===== config.mk =====
export PLATFORM = sky130hd
export DESIGN_NAME = ultrasonic_range_finder_core
export DESIGN_NICKNAME = d
export VERILOG_FILES = /design/src/rtl/urf_pkg.sv /design/src/rtl/urf_dist.sv /design/src/rtl/urf_ctrl.sv /design/src/rtl/urf_out_stage.sv /design/src/rtl/ultrasonic_range_finder_core.sv
export VERILOG_INCLUDE_DIRS = /design/src /design/src/rtl
export SDC_FILE = /design/constraint.sdc
export NUM_CORES = 1
export LEC_CHECK = 0
export BUFFER_PORTS_ARGS = -buffer_cell sky130_fd_sc_hd__buf_2
export CORE_ASPECT_RATIO = 0.6
export CORE_MARGIN = 4
export CORE_UTILIZATION = 56
export CTS_CLUSTER_DIAMETER = 120
export DETAILED_ROUTE_END_ITERATION = 16
export GPL_TIMING_DRIVEN = 0
export PLACE_DENSITY = 0.74
export SYNTH_ARGS = -nofsm -noshare
export SYNTH_HDL_FRONTEND = slang
export SYNTH_SLANG_ARGS = --single-unit
export TNS_END_PERCENT = 100

===== constraint.sdc =====
create_clock -name clk -period 7.5 [get_ports clk]
set_input_delay 0.75 -clock clk [delete_from_list [all_inputs] [get_ports clk]]
set_output_delay 0.75 -clock clk [all_outputs]
set_load 0.05 [all_outputs]

===== src/rtl/ultrasonic_range_finder_core_assert.svh =====
// assertion macros shared by the ultrasonic range finder rtl
// no dependencies; included by the modules that carry assertions
`ifndef ULTRASONIC_RANGE_FINDER_CORE_ASSERT_SVH
`define ULTRASONIC_RANGE_FINDER_CORE_ASSERT_SVH

// condition must hold on every clock edge out of reset
`define URF_ASSERT_HOLDS(label, clk, rst_n, cond) \
    label: assert property (@(posedge clk) disable iff (!rst_n) (cond)) \
        else $error("urf assertion failed");

// consequent must hold on the same edge as the antecedent
`define URF_ASSERT_IMPLIES(label, clk, rst_n, ante, cons) \
    label: assert property (@(posedge clk) disable iff (!rst_n) (ante) |-> (cons)) \
        else $error("urf assertion failed");

`endif


===== src/rtl/urf_pkg.sv =====
// shared types and constants for the ultrasonic range finder
// no dependencies
package urf_pkg;

    localparam int COUNT_W = 20;
    localparam int SINCE_W = 24;
    localparam int DIST_W  = 17;
    localparam int TMO_W   = 16;
    localparam int THR_W   = 17;
    localparam int BUZZ_W  = 20;
    localparam int CFG_IDX_W  = 4;
    localparam int CFG_DATA_W = 24;

    // register indexes of the configuration port
    localparam logic [CFG_IDX_W-1:0] REG_INTERVAL = 4'd0;
    localparam logic [CFG_IDX_W-1:0] REG_THRESH   = 4'd1;
    localparam logic [CFG_IDX_W-1:0] REG_TIMEOUT  = 4'd2;
    localparam logic [CFG_IDX_W-1:0] REG_BUZZ     = 4'd3;

    // reset values of the registers
    localparam logic [SINCE_W-1:0] INTERVAL_RST = 24'd100000;
    localparam logic [THR_W-1:0]   THRESH_RST   = 17'd2000;
    localparam logic [TMO_W-1:0]   TIMEOUT_RST  = 16'd30000;
    localparam logic [BUZZ_W-1:0]  BUZZ_RST     = 20'd200000;

    localparam logic [COUNT_W-1:0] LOW_TICKS  = 20'd2;
    localparam logic [COUNT_W-1:0] HIGH_TICKS = 20'd10;
    localparam logic [COUNT_W-1:0] COUNT_MAX  = 20'hFFFFF;
    localparam logic [COUNT_W-1:0] WIDTH_MAX  = 20'h0FFFF;
    localparam logic [SINCE_W-1:0] SINCE_MAX  = 24'hFFFFFF;

    // 50/29 = 1 remainder 21, stepped once per echo tick
    localparam logic [5:0] DIV_STEP_REM = 6'd21;
    localparam logic [5:0] DIV_DIVISOR  = 6'd29;

    typedef struct packed {
        logic [SINCE_W-1:0] interval_us;
        logic [THR_W-1:0]   threshold_hcm;
        logic [TMO_W-1:0]   echo_timeout_us;
        logic [BUZZ_W-1:0]  buzz_us;
    } cfg_t;

    typedef struct packed {
        logic clear;
        logic advance;
    } dist_cmd_t;

    typedef struct packed {
        logic              trigger_level;
        logic              buzzer_level;
        logic              measure_done;
        logic              timed_out;
        logic [DIST_W-1:0] distance_hcm;
        logic              too_close;
    } result_t;

endpackage


===== src/rtl/urf_dist.sv =====
// running distance tracker: floor(50*width/29) kept as quotient and remainder
// depends on urf_pkg
module urf_dist
    import urf_pkg::*;
(
    input  logic              clk,
    input  logic              rst_n,
    input  dist_cmd_t         cmd,
    output logic [DIST_W-1:0] dist_hcm
);

    logic [DIST_W-1:0] quot_reg, quot_next;
    logic [4:0]        rem_reg, rem_next;
    logic [5:0]        rem_sum;

    assign rem_sum = {1'b0, rem_reg} + DIV_STEP_REM;

    always_comb
    begin
        quot_next = quot_reg;
        rem_next  = rem_reg;
        if (cmd.clear)
        begin
            quot_next = '0;
            rem_next  = '0;
        end
        else if (cmd.advance)
        begin
            if (rem_sum >= DIV_DIVISOR)
            begin
                rem_next  = 5'(rem_sum - DIV_DIVISOR);
                quot_next = quot_reg + DIST_W'(2);
            end
            else
            begin
                rem_next  = rem_sum[4:0];
                quot_next = quot_reg + DIST_W'(1);
            end
        end
    end

    always_ff @(posedge clk or negedge rst_n)
    begin
        if (!rst_n)
        begin
            quot_reg <= '0;
            rem_reg  <= '0;
        end
        else
        begin
            quot_reg <= quot_next;
            rem_reg  <= rem_next;
        end
    end

    assign dist_hcm = quot_reg;

endmodule


===== src/rtl/urf_ctrl.sv =====
// measurement sequencer: trigger pulse, echo timing, buzzer hold-off
// depends on urf_pkg; drives urf_dist through a command struct
module urf_ctrl
    import urf_pkg::*;
(
    input  logic              clk,
    input  logic              rst_n,
    input  logic              accept,
    input  logic              echo_level,
    input  cfg_t              cfg,
    input  logic [DIST_W-1:0] dist_hcm,
    output dist_cmd_t         dist_cmd,
    output result_t           result
);

    typedef enum logic [2:0] {
        PH_IDLE      = 3'd0,
        PH_TRIG_LOW  = 3'd1,
        PH_TRIG_HIGH = 3'd2,
        PH_WAIT_RISE = 3'd3,
        PH_MEASURE   = 3'd4,
        PH_BUZZ      = 3'd5
    } phase_t;

    phase_t             phase_reg, phase_next;
    logic [COUNT_W-1:0] count_reg, count_next, count_inc;
    logic [SINCE_W-1:0] since_reg, since_next, since_inc;
    logic [COUNT_W-1:0] timeout_ext;
    dist_cmd_t          cmd;

    assign count_inc   = (count_reg != COUNT_MAX) ? count_reg + COUNT_W'(1) : count_reg;
    assign since_inc   = (since_reg != SINCE_MAX) ? since_reg + SINCE_W'(1) : since_reg;
    assign timeout_ext = COUNT_W'(cfg.echo_timeout_us);

    always_comb
    begin
        phase_next = phase_reg;
        count_next = count_reg;
        since_next = since_inc;
        cmd        = '0;
        result     = '0;
        unique case (phase_reg)
            PH_TRIG_LOW:
            begin
                count_next = count_inc;
                if (count_inc >= LOW_TICKS)
                begin
                    phase_next = PH_TRIG_HIGH;
                    count_next = '0;
                end
            end
            PH_TRIG_HIGH:
            begin
                result.trigger_level = 1'b1;
                count_next = count_inc;
                if (count_inc >= HIGH_TICKS)
                begin
                    phase_next = PH_WAIT_RISE;
                    count_next = '0;
                end
            end
            PH_WAIT_RISE:
            begin
                if (echo_level)
                begin
                    phase_next = PH_MEASURE;
                    count_next = '0;
                    cmd.clear  = 1'b1;
                end
                else if (count_reg > timeout_ext)
                begin
                    result.measure_done = 1'b1;
                    result.timed_out    = 1'b1;
                    phase_next = PH_IDLE;
                    count_next = '0;
                end
                else
                begin
                    count_next = count_inc;
                end
            end
            PH_MEASURE:
            begin
                if (!echo_level)
                begin
                    // tracker already holds the distance of the saturated width
                    result.measure_done = 1'b1;
                    result.distance_hcm = dist_hcm;
                    result.too_close    = (dist_hcm < cfg.threshold_hcm);
                    phase_next = (dist_hcm < cfg.threshold_hcm) ? PH_BUZZ : PH_IDLE;
                    count_next = '0;
                end
                else if (count_reg > timeout_ext)
                begin
                    result.measure_done = 1'b1;
                    result.timed_out    = 1'b1;
                    phase_next = PH_IDLE;
                    count_next = '0;
                end
                else
                begin
                    count_next  = count_inc;
                    cmd.advance = (count_reg < WIDTH_MAX);
                end
            end
            PH_BUZZ:
            begin
                result.buzzer_level = 1'b1;
                count_next = count_inc;
                if (count_inc >= COUNT_W'(cfg.buzz_us))
                begin
                    phase_next = PH_IDLE;
                    count_next = '0;
                end
            end
            default:
            begin
                // idle and unused codes
                phase_next = PH_IDLE;
                count_next = '0;
                if (since_inc > cfg.interval_us)
                begin
                    since_next = '0;
                    phase_next = PH_TRIG_LOW;
                    count_next = COUNT_W'(1);
                end
            end
        endcase
    end

    assign dist_cmd.clear   = accept & cmd.clear;
    assign dist_cmd.advance = accept & cmd.advance;

    always_ff @(posedge clk or negedge rst_n)
    begin
        if (!rst_n)
        begin
            phase_reg <= PH_IDLE;
            count_reg <= '0;
            since_reg <= '0;
        end
        else if (accept)
        begin
            phase_reg <= phase_next;
            count_reg <= count_next;
            since_reg <= since_next;
        end
    end

endmodule


===== src/rtl/urf_out_stage.sv =====
// result register between the sequencer and the output channel
// depends on urf_pkg
module urf_out_stage
    import urf_pkg::*;
(
    input  logic    clk,
    input  logic    rst_n,
    input  logic    load,
    input  result_t result_next,
    input  logic    out_stall,
    output logic    out_valid,
    output logic    in_stall,
    output result_t result_reg
);

    logic valid_reg, valid_next;

    // a new transfer may enter when the register is empty or draining
    assign in_stall = valid_reg & out_stall;

    always_comb
    begin
        valid_next = valid_reg;
        if (load)
            valid_next = 1'b1;
        else if (!out_stall)
            valid_next = 1'b0;
    end

    always_ff @(posedge clk or negedge rst_n)
    begin
        if (!rst_n)
            valid_reg <= 1'b0;
        else
            valid_reg <= valid_next;
    end

    always_ff @(posedge clk)
    begin
        if (load)
            result_reg <= result_next;
    end

    assign out_valid = valid_reg;

endmodule


===== src/rtl/ultrasonic_range_finder_core.sv =====
// top level of the ultrasonic range finder: config registers and channel glue
// depends on urf_pkg, urf_dist, urf_ctrl, urf_out_stage and the assertion macros
`include "ultrasonic_range_finder_core_assert.svh"

// usage
//   input channel: one transfer per microsecond tick, carrying echo_level
//   output channel: exactly one result transfer per input transfer, in order
//   config port: cfg_we/cfg_index/cfg_wdata, written only while no result is
//   pending; index 0 interval, 1 threshold, 2 echo timeout, 3 buzz time,
//   other indexes are ignored
// result timing: the result of a tick is in the output register on the edge that
//   takes the tick, so out_valid rises in the cycle after the input transfer
// throughput: one tick per cycle while out_stall is low; the single output register
//   can reload on the same edge it is drained, so back-to-back ticks flow without bubbles
// stall: while out_stall holds a full output register, in_stall is raised and
//   no tick is taken; the sequencer state does not move until it drains
// reset: registers return to their defaults (100000, 2000, 30000, 200000),
//   the sequencer goes idle with all counters at zero, output is empty
// distance is tracked while the echo is high as quotient and remainder of
//   50*width/29, so no divider sits in the result path
module ultrasonic_range_finder_core
    import urf_pkg::*;
(
    input  logic                  clk,
    input  logic                  rst_n,
    // configuration write port
    input  logic                  cfg_we,
    input  logic [CFG_IDX_W-1:0]  cfg_index,
    input  logic [CFG_DATA_W-1:0] cfg_wdata,
    // input channel
    input  logic                  in_valid,
    output logic                  in_stall,
    input  logic                  echo_level,
    // output channel
    output logic                  out_valid,
    input  logic                  out_stall,
    output logic                  trigger_level,
    output logic                  buzzer_level,
    output logic                  measure_done,
    output logic                  timed_out,
    output logic [DIST_W-1:0]     distance_hcm,
    output logic                  too_close
);

    cfg_t              cfg_reg;
    logic              accept;
    dist_cmd_t         dist_cmd;
    logic [DIST_W-1:0] dist_hcm;
    result_t           result_next;
    result_t           result_reg;

    // input transfer
    assign accept = in_valid & ~in_stall;

    // configuration registers
    always_ff @(posedge clk or negedge rst_n)
    begin
        if (!rst_n)
        begin
            cfg_reg.interval_us     <= INTERVAL_RST;
            cfg_reg.threshold_hcm   <= THRESH_RST;
            cfg_reg.echo_timeout_us <= TIMEOUT_RST;
            cfg_reg.buzz_us         <= BUZZ_RST;
        end
        else if (cfg_we)
        begin
            unique case (cfg_index)
                REG_INTERVAL: cfg_reg.interval_us     <= cfg_wdata[SINCE_W-1:0];
                REG_THRESH:   cfg_reg.threshold_hcm   <= cfg_wdata[THR_W-1:0];
                REG_TIMEOUT:  cfg_reg.echo_timeout_us <= cfg_wdata[TMO_W-1:0];
                REG_BUZZ:     cfg_reg.buzz_us         <= cfg_wdata[BUZZ_W-1:0];
                default:      ;
            endcase
        end
    end

    // running distance of the echo under way
    urf_dist u_dist (
        .clk      (clk),
        .rst_n    (rst_n),
        .cmd      (dist_cmd),
        .dist_hcm (dist_hcm)
    );

    // phase sequencer, one step per accepted tick
    urf_ctrl u_ctrl (
        .clk        (clk),
        .rst_n      (rst_n),
        .accept     (accept),
        .echo_level (echo_level),
        .cfg        (cfg_reg),
        .dist_hcm   (dist_hcm),
        .dist_cmd   (dist_cmd),
        .result     (result_next)
    );

    // result register and output handshake
    urf_out_stage u_out (
        .clk         (clk),
        .rst_n       (rst_n),
        .load        (accept),
        .result_next (result_next),
        .out_stall   (out_stall),
        .out_valid   (out_valid),
        .in_stall    (in_stall),
        .result_reg  (result_reg)
    );

    assign trigger_level = result_reg.trigger_level;
    assign buzzer_level  = result_reg.buzzer_level;
    assign measure_done  = result_reg.measure_done;
    assign timed_out     = result_reg.timed_out;
    assign distance_hcm  = result_reg.distance_hcm;
    assign too_close     = result_reg.too_close;

    // a timeout result carries no distance and no proximity flag
    `URF_ASSERT_IMPLIES(a_tmo_clean, clk, rst_n, out_valid && timed_out, measure_done && distance_hcm == '0 && !too_close)
    // proximity is only reported on a finished, valid measurement
    `URF_ASSERT_IMPLIES(a_close_done, clk, rst_n, out_valid && too_close, measure_done && !timed_out)
    // trigger pulse and buzzer never overlap
    `URF_ASSERT_HOLDS(a_trig_buzz, clk, rst_n, !(out_valid && trigger_level && buzzer_level))
    // input is only held off by a full, stalled result register
    `URF_ASSERT_IMPLIES(a_stall_full, clk, rst_n, in_stall, out_valid && out_stall)

endmodule


==> run_results.csv <==
group,metric,value,unit
run_status,status,"finished, final reports clean",
sta,drv_slew,0,
critical_path,rr_worst_depth,16,
place,place_congestion,0.924,
logic_synthesis,synthesis.nets,1207,
detailed_routing,routed_via_density,5.93,
finish,syn_to_final_growth,11.7,%
cts,worst_skew_pair.late_latency,0.45,ns
critical_path,crit_fanout,10,
logic_synthesis,syn_avg_cell_area,9.51,sq um
critical_path,worstPathArrival,5.57,ns
logic_synthesis,yosysMostFrequentCell,"nand2_1",
sta,min_period_over_period,69.3,%
floorplanning,die_x,184,um
sta,hold_violations,0,
logic_synthesis,yosysTopAreaCellShare,29.4,%
cts,ctsHoldBuffers,0,
global_routing,grt_pass1_vias,8029,
detailed_routing,drt_first_iter_violations,894,
detailed_routing,dr.pass1.iters,6,
floorplanning,row_count,38,
critical_path,critical_path.top_delay_family,"compound AO/OA/AOI/OAI gates",
place,dp.cells,1387,
sta,timing.final.crit_period,5.20,ns
hold_path,hold_class,"input port to asynchronous set/reset pin",
critical_path,start_kind,"register",
detailed_routing,met1_length,13.0,mm
detailed_routing,wl_met3,2.45,mm
detailed_routing,wl_per_cell,18.8,um
finish,finalNonFillerCells,1419,
detailed_routing,drt_wl_total,26.7,mm
logic_synthesis,synth_edf_count,22,
floorplanning,ios,58,
finish,diodes,0,
global_routing,grt_pass1_wl,43.6,mm
logic_synthesis,ys_ff_latch,169,
sta,tns,0,ns
place,portBuffers,56,
critical_path,crit_cells,16,
critical_path,max_stage_delay,0.66,ns
place,post-dp-hpwl,19.9,mm
detailed_routing,vias,8421,
power,ir_drop,0.185,mV
critical_path,cp_cell_sequence,"clkbuf_1 -> and4_1 -> and2_1 -> a31oi_1 -> nand4_1 -> nor2_1 -> xor2_1 -> ha_1 -> nand4_1 -> nor2_1 -> a2111oi_0 -> a31oi_1 -> nor2_1 -> clkbuf_1 -> nand2_1 -> o21ai_0",
logic_synthesis,synth.distinct_cells,79,
sta,relSlewSlack,42.1,%
critical_path,slowest_stage,"a2111oi_0",
sta,setup-violations-final,0,
critical_path,end_kind,"register",
cts,post_cts_buffers,0,
job,maxCapViolations,0,
cts,clkSlewWorstSetupHoldPaths,0.07,ns
finish,fin_nets,1283,
finish,finalInstanceArea,0.0116,sq mm
cts,clkSinkCount,169,
global_routing,antenna_found_initial,0,
logic_synthesis,netlist_instances,1090,
cts,htreeDepth,4,
logic_synthesis,async_flop_share,87.0,%
logic_synthesis,syn_area,0.0104,sq mm
floorplanning,floorplan.initialDensity,57.2,%
place,placed_cell_area,0.0110,sq mm
logic_synthesis,yosys.area.top_type,"dfrtp_1",
detailed_routing,post-route-drc-count,0,
detailed_routing,routed-wl-met2,10.7,mm
critical_path,cpMostUsedCell,"nor2_1",
global_routing,grt_max_degree,88,
finish,largest_reg_flops,77,
floorplanning,die_h,113,um
cts,cts_buffers,17,
detailed_routing,dr.max_layer_used,"met4",
cts,cts_tree,"done",
logic_synthesis,ys.flop_type,"dfrtp_1",
sta,fin_skew,0.0180,ns
logic_synthesis,ys_seq_area_share,42.2,%
cts,postCtsResizedCells,0,
logic_synthesis,synth.area.top_cells,"dfrtp_1 29%, ha_1 10%, edfxtp_1 6.4%, dfstp_2 6.3%, nand2_1 4.9%",
cts,clockBufferDepth,2,
global_routing,track_usage,26.8,%
global_routing,overflow,0,
logic_synthesis,ys.warnings.count,0,
sta,max_freq,192,MHz
critical_path,required,7.87,ns
power,leakage,5.40,nW
detailed_routing,antenna_left,0,
power,power_density,272,mW/mm^2
logic_synthesis,synth_common_cells,"134 x nand2_1, 122 x dfrtp_1, 96 x inv_1",
sta,rsz0062_at_grt,"false",
sta,tightest_slew,0.868,ns
critical_path,critPathKind,"register to register",
critical_path,crit_buf_inv,2,
floorplanning,coreArea,0.0181,sq mm
floorplanning,die_area,0.0208,sq mm
finish,drive_gt1_share,16.8,%
cts,cts-root-buf,"clkbuf_16",
-- final cells by class --
class	instances	area, sq um
multi-input combinational	778	5430
tap	240	300
sequential	169	4370
buffer	47	209
fill	1505	6540
clock buffer	17	425
timing repair buffer	57	314
clock inverter	15	170
inverter	96	360
-- worst reg2reg max path, cell delays in order, from the launching register on --
cell and delay [ns]:
dfrtp_1 0.36, clkbuf_1 0.19, and4_1 0.26, and2_1 0.21, a31oi_1 0.60, nand4_1 0.38, nor2_1 0.27, xor2_1 0.21
ha_1 0.27, nand4_1 0.14, nor2_1 0.10, a2111oi_0 0.66, a31oi_1 0.46, nor2_1 0.29, clkbuf_1 0.46, nand2_1 0.10
o21ai_0 0.16
-- per-stage QoR --
step	hold WS (ns)	utilization (%)	setup WS, ns	total power, W
CTS	0.316	63.9	2.37	0.00314
floorplan	0.454	-	3.78	0.00195
finish	0.262	63.9	2.30	0.00315
global placement	0.480	60.4	2.49	0.00219
detailed placement	0.489	60.6	2.40	0.00224
global route	0.326	63.9	1.91	0.00335
-- worst paths after layout --
| check | start | end | slack, ns |
|---|---|---|---|
| setup / recovery | u_ctrl.since_reg[12] | u_ctrl.since_reg[17] | 2.30 |
| hold / removal | rst_n | u_out.out_valid | 0.26 |
| setup reg to reg | u_ctrl.since_reg[12] | u_ctrl.since_reg[17] | 2.30 |
| hold reg to reg | u_ctrl.since_reg[23] | u_ctrl.since_reg[23] | 0.49 |
| max in group asynchronous | rst_n | cfg_reg[46] | 6.36 |
| min in group clk | u_ctrl.since_reg[23] | u_ctrl.since_reg[23] | 0.49 |
-- logic make-up (layout without fill, tap and decap cells) --
kind of cell / Yosys count / count (layout) / synth area share [%]
AND/OR/NAND/NOR: 378 / 378 / 18.9
XOR/XNOR: 45 / 45 / 3.80
AO/OA/AOI/OAI: 220 / 220 / 14.1
adder cells (fa/ha/maj): 83 / 83 / 10.0
flip-flops: 169 / 169 / 42.2
multiplexers: 52 / 52 / 5.56
buffers and inverters: 143 / 232 / 5.48
-- report_power, final --
group	internal, W	switching (W)	leakage (nW)
logic	0.000398	0.000595	3.05
registers	0.00112	0.000128	2.06
clock network	0.000477	0.000428	0.295
-- routing by layer --
metal / global-route usage (%) / vias to the layer above
met1: 41.4 / 4031
li1: - / 4023
met4: 8.13 / 0
met2: 36.1 / 316
met3: 7.84 / 51
met5: 0 / -
-- placed cells by master (no fill, tap or decap), types with 6 or more instances in the layout --
| cell type | n |
|---|---|
| nand2_1 | 134 |
| dfrtp_1 | 122 |
| inv_1 | 96 |
| ha_1 | 83 |
| o21ai_0 | 81 |
| buf_2 | 65 |
| nor2_1 | 53 |
| nand3_1 | 46 |
| mux2_2 | 41 |
| a21oi_1 | 34 |
| clkbuf_1 | 32 |
| xnor2_1 | 27 |
| nand4_1 | 26 |
| dfstp_2 | 25 |
| and2_1 | 23 |
| edfxtp_1 | 22 |
| a22o_1 | 21 |
| xor2_1 | 18 |
| clkbuf_16 | 17 |
| nor3_1 | 16 |
| nand2b_1 | 16 |
| and3_1 | 13 |
| o31ai_1 | 13 |
| a21o_1 | 11 |
| mux2i_1 | 10 |
| o21a_1 | 8 |
| and4_1 | 7 |
| inv_6 | 7 |
| or3_1 | 6 |
Note: power is estimated with default switching activity, not from simulation.
